===== src/design/eulr_pkg.sv =====
// ----------------------------------------------------------------------------
// eulr_pkg
// Shared types and constants for the Euler-angle rotation matrix block.
// ----------------------------------------------------------------------------
`default_nettype none
package eulr_pkg;
	localparam int CORDIC_STAGES = 16;
	localparam logic signed [33:0] ANG_PI      = 34'sd3373259426;
	localparam logic signed [33:0] ANG_HALF_PI = 34'sd1686629713;
	localparam logic signed [33:0] GAIN_Q30    = 34'sd652032874;
	localparam logic signed [15:0] SAT_MAX     = 16'sd16384;

	typedef logic signed [33:0] q30_t;
	typedef logic signed [21:0] q20_t;

	typedef struct packed {
		logic signed [15:0] angle_x;
		logic signed [15:0] angle_y;
		logic signed [15:0] angle_z;
	} angles_t;

	typedef struct packed {
		logic signed [15:0] m00;
		logic signed [15:0] m01;
		logic signed [15:0] m02;
		logic signed [15:0] m10;
		logic signed [15:0] m11;
		logic signed [15:0] m12;
		logic signed [15:0] m20;
		logic signed [15:0] m21;
		logic signed [15:0] m22;
	} matrix_t;

	// Arctangent of 2^-i in Q30, truncated; index wraps modulo 32.
	function automatic q30_t atan_tab(input logic [4:0] k);
		case (k)
			5'd0:  atan_tab = 34'sd843314856;
			5'd1:  atan_tab = 34'sd497837829;
			5'd2:  atan_tab = 34'sd263043836;
			5'd3:  atan_tab = 34'sd133525158;
			5'd4:  atan_tab = 34'sd67021686;
			5'd5:  atan_tab = 34'sd33543515;
			5'd6:  atan_tab = 34'sd16775850;
			5'd7:  atan_tab = 34'sd8388437;
			5'd8:  atan_tab = 34'sd4194282;
			5'd9:  atan_tab = 34'sd2097149;
			5'd10: atan_tab = 34'sd1048575;
			5'd11: atan_tab = 34'sd524287;
			5'd12: atan_tab = 34'sd262143;
			5'd13: atan_tab = 34'sd131071;
			5'd14: atan_tab = 34'sd65535;
			5'd15: atan_tab = 34'sd32767;
			5'd16: atan_tab = 34'sd16383;
			5'd17: atan_tab = 34'sd8191;
			5'd18: atan_tab = 34'sd4095;
			5'd19: atan_tab = 34'sd2047;
			5'd20: atan_tab = 34'sd1023;
			5'd21: atan_tab = 34'sd511;
			5'd22: atan_tab = 34'sd255;
			5'd23: atan_tab = 34'sd127;
			5'd24: atan_tab = 34'sd63;
			5'd25: atan_tab = 34'sd31;
			5'd26: atan_tab = 34'sd15;
			5'd27: atan_tab = 34'sd7;
			5'd28: atan_tab = 34'sd3;
			5'd29: atan_tab = 34'sd1;
			default: atan_tab = 34'sd0;
		endcase
	endfunction
endpackage
`default_nettype wire


===== src/design/eulr_cordic.sv =====
// ----------------------------------------------------------------------------
// eulr_cordic
// Pipelined CORDIC: one rotation per stage, giving Q20 sine and cosine.
// ----------------------------------------------------------------------------
`default_nettype none
module eulr_cordic (
	input  wire logic                  clk,
	input  wire logic                  en,
	input  wire logic signed [15:0]    angle,
	output eulr_pkg::q20_t             sin_val,
	output eulr_pkg::q20_t             cos_val
);
	localparam int N = eulr_pkg::CORDIC_STAGES;

	eulr_pkg::q30_t x_q [N+1];
	eulr_pkg::q30_t y_q [N+1];
	eulr_pkg::q30_t z_q [N+1];
	logic           flip_q [N+1];
	eulr_pkg::q30_t z_w;
	eulr_pkg::q30_t xr, yr;

	// Widen to Q30 and fold into the right half plane.
	always_comb begin
		z_w = eulr_pkg::q30_t'(angle) <<< 17;
	end

	always_ff @(posedge clk) begin
		if (en) begin
			x_q[0] <= eulr_pkg::GAIN_Q30;
			y_q[0] <= '0;
			if (z_w > eulr_pkg::ANG_HALF_PI) begin
				z_q[0] <= z_w - eulr_pkg::ANG_PI;
				flip_q[0] <= 1'b1;
			end else if (z_w < -eulr_pkg::ANG_HALF_PI) begin
				z_q[0] <= z_w + eulr_pkg::ANG_PI;
				flip_q[0] <= 1'b1;
			end else begin
				z_q[0] <= z_w;
				flip_q[0] <= 1'b0;
			end
		end
	end

	// One micro-rotation per register stage.
	for (genvar i = 0; i < N; i++) begin : g_stage
		localparam logic [4:0] K = 5'(i % 32);
		always_ff @(posedge clk) begin
			if (en) begin
				flip_q[i+1] <= flip_q[i];
				if (!z_q[i][33]) begin
					x_q[i+1] <= x_q[i] - (y_q[i] >>> K);
					y_q[i+1] <= y_q[i] + (x_q[i] >>> K);
					z_q[i+1] <= z_q[i] - eulr_pkg::atan_tab(K);
				end else begin
					x_q[i+1] <= x_q[i] + (y_q[i] >>> K);
					y_q[i+1] <= y_q[i] - (x_q[i] >>> K);
					z_q[i+1] <= z_q[i] + eulr_pkg::atan_tab(K);
				end
			end
		end
	end

	// Undo the fold and round to Q20.
	always_comb begin
		xr = flip_q[N] ? -x_q[N] : x_q[N];
		yr = flip_q[N] ? -y_q[N] : y_q[N];
	end

	always_ff @(posedge clk) begin
		if (en) begin
			sin_val <= eulr_pkg::q20_t'((yr + 34'sd512) >>> 10);
			cos_val <= eulr_pkg::q20_t'((xr + 34'sd512) >>> 10);
		end
	end
endmodule
`default_nettype wire


===== config.mk =====
export PLATFORM = sky130hd
export DESIGN_NAME = eulr_cordic
export DESIGN_NICKNAME = d
export VERILOG_FILES = /design/src/design/eulr_pkg.sv /design/src/design/eulr_cordic.sv
export SDC_FILE = /design/constraint.sdc
export NUM_CORES = 2
export LEC_CHECK = 0
export ABC_AREA = 0
export BUFFER_PORTS_ARGS = -buffer_cell sky130_fd_sc_hd__buf_2
export CAP_MARGIN = 20
export CELL_PAD_IN_SITES_DETAIL_PLACEMENT = 2
export CELL_PAD_IN_SITES_GLOBAL_PLACEMENT = 2
export CORE_MARGIN = 2
export CORE_UTILIZATION = 43
export DETAILED_ROUTE_END_ITERATION = 10
export PLACE_DENSITY_LB_ADDON = 0.1
export SETUP_SLACK_MARGIN = 0.05
export SLEW_MARGIN = 20
export SYNTH_ARGS = -nofsm -noshare
export SYNTH_HDL_FRONTEND = slang
export SYNTH_SLANG_ARGS = --single-unit

===== constraint.sdc =====
create_clock -name clk -period 6.74 [get_ports clk]
set_input_delay 1.348 -clock clk [delete_from_list [all_inputs] [get_ports clk]]
set_output_delay 1.348 -clock clk [all_outputs]
set_load 0.05 [all_outputs]

==> flow_summary.toml <==
[critical_path]
slowest_stage = "edfxtp_1"
end_kind = "flip-flop"
critPathMaxFanout = 7
worstPathCellList = "inv_1 > ha_1 > nand2b_1 > or3_1 > o41ai_1 > and2_0 > o21ai_0 > mux2_2 > ha_1 > nor2b_1 > o21ai_0 > nand2b_1 > a21oi_1 > o31ai_1 > a21o_1 > a31oi_1 > o311ai_0 > o21a_1 > nor2_1 > xnor2_1"
critPathKind = "flip-flop to flip-flop"
start_kind = "flip-flop"
worstPathArrival_ns = 6.57
cp_data_required_time_ns = 7.37
max_stage_delay_ns = 0.54

[synth]
synth_edf_count = 1533
ys_seq_elements = 1533
synth-async-reset-ratio_pct = 0
ys_types = 103
syn-cell-area_um2 = 127600
synth-main-ff-cell = "edfxtp_1"
synth_cells = 13160
syn_nets = 14650
ys_seq_area_share_pct = 36.07
ys_warn_count = 0
avgSynthCellArea_um2 = 9.697

[global_routing]
grt_usage_pct = 27.84
grt_max_degree = 142
grt_remaining_overflow = 0
grt_pass1_wl_mm = 671.2
grt_pass1_vias = 113600
antenna_found_initial = 4

[layout]
drive_gt1_share_pct = 4.803
finalInstanceArea_um2 = 139100
fill_cells = 31320
nets = 14790
syn2layout_area_growth_pct = 8.966
fin_cells = 17390

[clock_tree]
clockBufferDepth = 4
clk_latency_ns = 0.89
clkSinkCount = 1533
cts_setup_buffers = 0
ctsHoldBuffers = 0
cts-resized-gates = 0
cts-buffers-inserted = 192
cts-root-buf = "clkbuf_16"
clkTransAtPathRegs_ns = 0.06
ctsHtreeMaxLevel = 4
cts_tree = "yes"

[detailed_routing]
vias_per_cell = 5.933
first_pass_iters = 5
num_vias = 103200
drt_iter0_markers = 5587
drc = 0
finalWirelength_mm = 428.4
final_antenna_net_count = 0
post_drt_wl_per_cell_um = 24.63

[run_status]
status = "finished, final reports clean"

[placed_design]
dp_cells = 17050
place_area_um2 = 133000
place_hpwl_mm = 340.9
gp_congestion = 0.9113
io_buffers = 61

[sta]
min_period_ns = 5.941
slew_violations = 0
rsz0062_at_grt = "false"
slew_headroom_pct = 17.35
setup_viol = 0
fin_skew_ns = 0.04553
finalSetupTns_ns = 0
period_share_pct = 88.14
max_freq_mhz = 168.3
hold_violations = 0
worstMarginPinSlew_ns = 1.228

[die]
boundaryPins = 62
coreArea_um2 = 296000
die_w_um = 548.8
rows = 200
die_h_um = 548.8
die_area_um2 = 301200
start_util_pct = 43.12

[run]
cap_viol_max_count = 0

[hold_path]
hp-class = "flip-flop to flip-flop"
==> cell usage in the layout (no fill, tap or decap), types with 44 or more instances in the layout <==
cell type / count
or2_2: 58
a21oi_1: 1334
buf_4: 110
nand3_1: 212
nor4_1: 71
xor2_1: 608
nand4_1: 118
fa_1: 46
clkinv_1: 46
nor3_1: 254
nor2b_1: 217
a31oi_1: 111
buf_2: 60
nand2b_1: 216
and2_1: 54
o21bai_1: 192
inv_1: 517
o21a_1: 216
xnor2_1: 1342
a21o_1: 724
and3_1: 95
or3_1: 114
a21boi_0: 49
o31ai_1: 134
mux2i_1: 61
edfxtp_1: 1533
o21ai_0: 716
nand2_1: 715
clkbuf_16: 198
nor2_1: 993
mux2_2: 44
o41ai_1: 55
ha_1: 1424
a211oi_1: 93
==> layer usage <==
layer	wire [µm]	part of all wire, %	up-vias	GRT usage [%]
li1	-	-	49070	-
met1	190600	45	52330	35.57
met2	215600	50	1235	50.26
met3	10500	2.5	544	2.136
met4	11680	2.7	0	7.560
met5	0	0	-	0
==> per-stage QoR <==
| stage | hold slack, ns | utilization, % | setup slack (ns) |
|---|---|---|---|
| 3_3_place_gp | 0.4003 | 44.91 | 0.5862 |
| 3_5_place_dp | 0.4137 | 44.91 | 0.2811 |
| 4_1_cts | 0.4152 | 46.98 | 0.8377 |
| 2_1_floorplan | 0.4003 | - | 0.9354 |
| 5_1_grt | 0.4186 | 46.98 | 0.4735 |
| 6_report | 0.4154 | 46.98 | 0.7993 |
==> final timing paths <==
kind,from,to,slack [ns],depth (start not counted)
setup / recovery,y_q[14][15],x_q[15][30],0.80,20
hold / removal,flip_q[0][1],flip_q[0][2],0.42,0
setup reg to reg,y_q[14][15],x_q[15][30],0.80,20
hold reg to reg,flip_q[0][1],flip_q[0][2],0.42,0
==> sequential cells by signal, summed over array words and instances (netlist names) <==
signal	cells
x_q	482
flip_q	17
sin_val	22
z_q	481
cos_val	22
y_q	509
==> logic make-up (layout without fill, tap and decap cells) <==
group                    after synthesis  count (layout)  share of synthesized area [%]
AO/OA/AOI/OAI                       4050            4050                          20.16
multiplexers                         105             105                         0.8666
adder cells (fa/ha/maj)             1472            1472                          14.70
AND/OR/NAND/NOR                     3290            3290                          12.58
buffers and inverters                762            1050                          2.250
flip-flops                          1533            1533                          36.07
other                                  0               2                              0
XOR/XNOR                            1950            1950                          13.38
==> worst max-delay path, delay by kind of cell, from the launching register on <==
kind | cells | cell delay, ns
buffers and inverters | 1 | 0.15
XOR/XNOR | 1 | 0.09
multiplexers | 1 | 0.45
AND/OR/NAND/NOR | 6 | 1.33
adder cells (fa/ha/maj) | 2 | 0.57
AO/OA/AOI/OAI | 9 | 2.56
flip-flops | 1 | 0.54
==> Yosys cell counts, types with 17 or more instances <==
master / n / area (µm²)
nand2b_1: 216 / 1351
nand4_1: 118 / 738.2
and3_1: 95 / 594.3
o211ai_1: 40 / 300.3
a31o_2: 33 / 289.0
nor3b_1: 34 / 255.2
a21oi_1: 1334 / 6676
a221oi_1: 19 / 166.4
a31oi_1: 111 / 694.4
nor3_1: 254 / 1271
nand3b_1: 27 / 202.7
nand2_1: 720 / 2703
and2_1: 54 / 337.8
nor2_1: 993 / 3727
ha_1: 1424 / 17820
mux2_2: 44 / 495.5
buf_1: 28 / 105.1
o21ai_0: 716 / 3583
edfxtp_1: 1533 / 46030
xnor2_1: 1342 / 11750
or2_2: 58 / 362.9
o22ai_1: 32 / 200.2
inv_1: 522 / 1959
or3_1: 114 / 713.2
nand3_1: 212 / 1061
mux2i_1: 61 / 610.6
a311oi_1: 17 / 148.9
a211oi_1: 93 / 698.2
a21o_1: 724 / 5435
xor2_1: 608 / 5325
o41ai_1: 57 / 499.2
o21bai_1: 192 / 1441
o21a_1: 216 / 1622
a21boi_0: 49 / 367.9
fa_1: 46 / 920.9
and4_1: 25 / 219.0
o31a_1: 33 / 289.0
a211o_1: 30 / 262.8
or4_1: 42 / 315.3
o31ai_1: 134 / 1006
clkbuf_1: 193 / 724.4
nor4_1: 71 / 444.2
a41oi_1: 31 / 271.5
nor2b_1: 217 / 1358
==> area by class of cell <==
class | instances | area [µm²] | share of cell area [%]
tap | 3939 | 4928 | 3.544
sequential | 1533 | 46030 | 33.10
timing repair buffer | 176 | 1246 | 0.8960
inverter | 532 | 1997 | 1.436
clock inverter | 118 | 1057 | 0.7602
antenna | 2 | 5.005 | 0.003598
multi-input combinational | 10870 | 78760 | 56.63
clock buffer | 224 | 5052 | 3.633
Power is left out: the tool's default activity adds up to more than one toggle a clock period on the data nets, which glitch-free logic cannot reach.
